**src/hdl/crie_pkg.sv**
```systemverilog
// Shared types, constants and helpers of the index extraction unit
package crie_pkg;

  localparam int          MAX_FACTORS_DEF = 6;
  localparam logic [31:0] MIX_MULT        = 32'd123456789;
  localparam int          MIX_ROT         = 11;
  localparam int          CFG_IDX_W       = 3;
  localparam logic [63:0] PAIR_RESET      = 64'h0000_0001_0000_0001;
  localparam logic [2:0]  COUNT_RESET     = 3'd1;

  // Register indexes on the write port
  localparam logic [CFG_IDX_W-1:0] REG_COUNT = 3'd0;
  localparam logic [CFG_IDX_W-1:0] REG_MODE  = 3'd1;
  localparam logic [CFG_IDX_W-1:0] REG_PAIR0 = 3'd2;

  // Data carried from cell to cell
  typedef struct packed {
    logic [31:0] state;
    logic [63:0] comp;
  } link_t;

  // Mode register, bit 1 interference, bit 0 feedback
  typedef struct packed {
    logic interfere;
    logic feedback;
  } mode_t;

  // One register write as seen by the cells
  typedef struct packed {
    logic                 en;
    logic [CFG_IDX_W-1:0] index;
    logic [63:0]          data;
  } cfg_wr_t;

  function automatic logic [31:0] rotl_mix(input logic [31:0] x);
    return {x[31-MIX_ROT:0], x[31:32-MIX_ROT]};
  endfunction

endpackage

```
**src/hdl/crie_mix.sv**
```systemverilog
// Three-stage key mixer: multiply, rotate, multiply, rotate, multiply
module crie_mix
  import crie_pkg::*;
(
  input  logic        clk,
  input  logic        rst,
  input  logic        up_valid,
  output logic        up_ready,
  input  logic [31:0] key,
  output logic        dn_valid,
  input  logic        dn_ready,
  output logic [31:0] mixed
);

  logic        v0, v1, v2;
  logic        rdy0, rdy1, rdy2;
  logic [31:0] m0, m1, m2;

  // stage advances when empty or when its successor moves
  assign rdy2 = !v2 || dn_ready;
  assign rdy1 = !v1 || rdy2;
  assign rdy0 = !v0 || rdy1;
  assign up_ready = rdy0;

  always_ff @(posedge clk) begin
    if (rst) begin
      v0 <= 1'b0;
      v1 <= 1'b0;
      v2 <= 1'b0;
    end else begin
      if (rdy0) v0 <= up_valid;
      if (rdy1) v1 <= v0;
      if (rdy2) v2 <= v1;
    end
  end

  // payload, one multiply per stage
  always_ff @(posedge clk) begin
    if (rdy0 && up_valid) m0 <= key * MIX_MULT;
    if (rdy1 && v0)       m1 <= rotl_mix(m0) * MIX_MULT;
    if (rdy2 && v1)       m2 <= rotl_mix(m1) * MIX_MULT;
  end

  assign dn_valid = v2;
  assign mixed    = m2;

endmodule

```
**config.mk**
```make
export PLATFORM = sky130hd
export DESIGN_NAME = crie_mix
export DESIGN_NICKNAME = d
export VERILOG_FILES = /design/src/hdl/crie_pkg.sv /design/src/hdl/crie_mix.sv
export SDC_FILE = /design/constraint.sdc
export NUM_CORES = 2
export LEC_CHECK = 0
export BUFFER_PORTS_ARGS = -buffer_cell sky130_fd_sc_hd__buf_2
export CORE_ASPECT_RATIO = 0.6
export CORE_UTILIZATION = 45
export DETAILED_ROUTE_END_ITERATION = 12
export HOLD_SLACK_MARGIN = 0.12
export PLACE_DENSITY = 0.66
export SETUP_SLACK_MARGIN = 0.4
export SYNTH_ARGS = -nofsm -noshare
export SYNTH_HDL_FRONTEND = slang
export SYNTH_SLANG_ARGS = --single-unit
```
**constraint.sdc**
```tcl
create_clock -name clk -period 19 [get_ports clk]
set_input_delay 1.9 -clock clk [delete_from_list [all_inputs] [get_ports clk]]
set_output_delay 1.9 -clock clk [all_outputs]
set_load 0.02 [all_outputs]
```
==> flow_summary.ini <==
[critical_path]
path_max_fanout = 9
path_common_cell = fa_1
critical_path.startpoint_type = primary input
crit_buf_inv = 5
cp_top_family = adder cells
required_ps = 19210
cp-end-kind = flop
crit_chain = buf_2 > inv_1 > fa_1 > fa_1 > inv_1 > fa_1 > fa_1 > fa_1 > fa_1 > inv_1 > fa_1 > inv_1 > ha_1 > and4_1 > nand2_1 > o21ai_1 > a41oi_1 > a21oi_1 > or3_1 > a21o_1 > a311oi_1
slowest_delay_ps = 600
worstSetupPathDepth = 21
r2r_cells = 21
critical_path.slowest_cell = fa_1
cp_data_arrival_time_ps = 8020
path_class = primary input to flop

[synth]
ys_warn_count = 0
syn_area_um2 = 28800
synthTopCellsByArea = fa_1, ha_1, inv_1, edfxtp_1, xnor2_1
synth-main-ff-cell = edfxtp_1
synth-edff-count = 96
ys_ff_latch = 99
async_flop_share_pct = 0
syn_nets = 4008
netlist.area_leader.share_pct = 38.0
postSynthAreaPerCell_um2 = 10.2
synth_top_area_cell = fa_1
synth.distinct_cells = 60
seq_area_frac_synth_pct = 10.2
syn_inst = 2830

[detailed_routing]
vias = 17725
drt_iter0_drc = 1053
drc_errors = 0
drtAntennaViolNets = 0
wirelength_mm = 62.6
met1_length_mm = 34.4
highest_layer = met4
avgViaCountPerCell = 4.72
wl_per_cell_um = 16.7
met3_length_mm = 5.72
drt-pass1-iter-count = 5
wl_met2_mm = 22.2

[final_layout]
layout-drive-gt1-share_pct = 3.43
areaGrowthSynthToFinish_pct = 6.20
mostFrequentLayoutCells = inv_1, ha_1, fa_1
antenna-diode-count = 0
layout.nets = 4089
final_common_cell = inv_1
fill_cells = 5932
fin_area_um2 = 30500

[sta]
fin_setup_tns_ps = 0
period_needed_ps = 7810
max_slew.worst_pin.slew_ps = 1120
hold_viol_final = 0
fmax_mhz = 128
rsz0062_at_grt = no
relSlewSlack_pct = 24.9
slew_violations = 0
min_period_over_period_pct = 41.1
fin_skew_ps = 22.0
setup_violations = 0

[floorplanning]
initial_core_util_pct = 45.7
rows = 71
die_y_um = 198
die_w_um = 328
ioPinCount = 70
die_area_um2 = 65000
fp.coreArea_um2 = 62900

[min_path]
hold_class = flop to flop
holdPathStages = 2

[flow_run]
cap_violations = 0

[clock_network]
cts_max_path_buffers = 2
clockRootBuffer = clkbuf_16
ctsResizeCount = 0
worst_skew_pair.late_latency_ps = 400
tritoncts = done
clock_sinks = 99
cts_buffers = 9
cts_setup_buffers = 0
clk_pin_slew_worst_paths_ps = 90
ctsHtreeMaxLevel = 3
postCtsHoldBufs = 0

[global_routing]
grt_overflow = 0
grt_pass1_vias = 17806
grt_use_total_pct = 20.4
grt_pass1_wl_mm = 100
grt_max_degree = 33
antenna_found_initial = 0

[placement]
place_area_um2 = 30200
io_buffers = 69
dp_hpwl_mm = 56.2
place_congestion = 0.934

[outcome]
status = complete, no violations
state kept, by name, summed over array words and instances, names as in the netlist:
| signal | flops |
|---|---|
| dn_valid | 1 |
| m0 | 32 |
| m1 | 32 |
| mixed | 32 |
| v0 | 1 |
| v1 | 1 |
layer usage:
| metal | global-route usage, % | up-vias |
|---|---|---|
| met5 | 0 | - |
| met4 | 1.76 | 0 |
| met3 | 6.82 | 19 |
| met2 | 24.6 | 412 |
| met1 | 34.4 | 8733 |
| li1 | - | 8561 |
stage by stage:
stage | cells | hold slack, ps | setup WS [ps] | utilization [%]
2_1_floorplan | 2830 | 476 | 11600 | -
3_3_place_gp | 3739 | 551 | 10900 | 48.0
3_5_place_dp | 3739 | 567 | 10770 | 48.0
4_1_cts | 3755 | 579 | 11230 | 48.6
5_1_grt | 3755 | 607 | 10950 | 48.6
6_report | 3755 | 581 | 11190 | 48.6
area by class of cell:
class	count	area (um2)	share of cell area (%)
Inverter	1122	4210	13.8
Clock buffer	10	239	0.782
Sequential cell	99	2940	9.64
Clock inverter	6	103	0.336
Multi-Input combinational cell	1608	21600	70.8
Timing Repair Buffer	71	360	1.18
Tap cell	839	1050	3.44
worst reg2reg max path, stage by stage (launching register included):
cell and delay [ps]:
edfxtp_1 690, inv_1 280, fa_1 590, inv_1 70, fa_1 490, ha_1 140, inv_1 50, fa_1 480
inv_1 60, fa_1 480, fa_1 510, inv_1 60, fa_1 480, inv_1 70, ha_1 350, and3_1 300
a31oi_1 230, o211ai_2 250, a221o_2 500, a211oi_1 310, or4b_1 160, nand3_1 70
synth_stat cells, types with 2 or more instances:
master	count
and3_1	5
xor2_1	27
a31oi_1	6
o21a_1	14
ha_1	596
nor2b_1	11
inv_1	1122
a21oi_1	47
and4_1	3
nor2_1	48
a21o_1	28
o221ai_1	2
o2111ai_1	2
o21bai_1	10
o21ai_1	11
nand2_1	23
and2_1	3
nor3_1	8
nand4_1	2
or3_1	6
o22ai_1	2
edfxtp_1	96
a211o_1	3
o31ai_1	3
nand3_1	15
fa_1	546
o31a_1	2
o211ai_1	2
a211oi_1	8
o21ai_0	19
dfxtp_1	3
xnor2_1	122
nand2b_1	8
cell families after synthesis:
group / Yosys count / share of synthesized area (%)
xor gates and xnor gates: 149 / 4.54
adders and majority gates: 1142 / 63.9
AOI/OAI and AO/OA: 182 / 4.38
buffers and inverters: 1123 / 14.7
DFF: 99 / 10.2
and+or+nand+nor: 135 / 2.26
path summary, 6_finish.rpt:
kind / slack (ps) / endpoint / from
setup reg to reg: 12150 / mixed[30] / m1[26]
hold / removal: 580 / v1 / v0
setup / recovery: 11190 / m0[31] / key[7]
hold reg to reg: 580 / v1 / v0
Power is left out: the tool's default activity adds up to more than one toggle a clock period on the data nets, which glitch-free logic cannot reach.
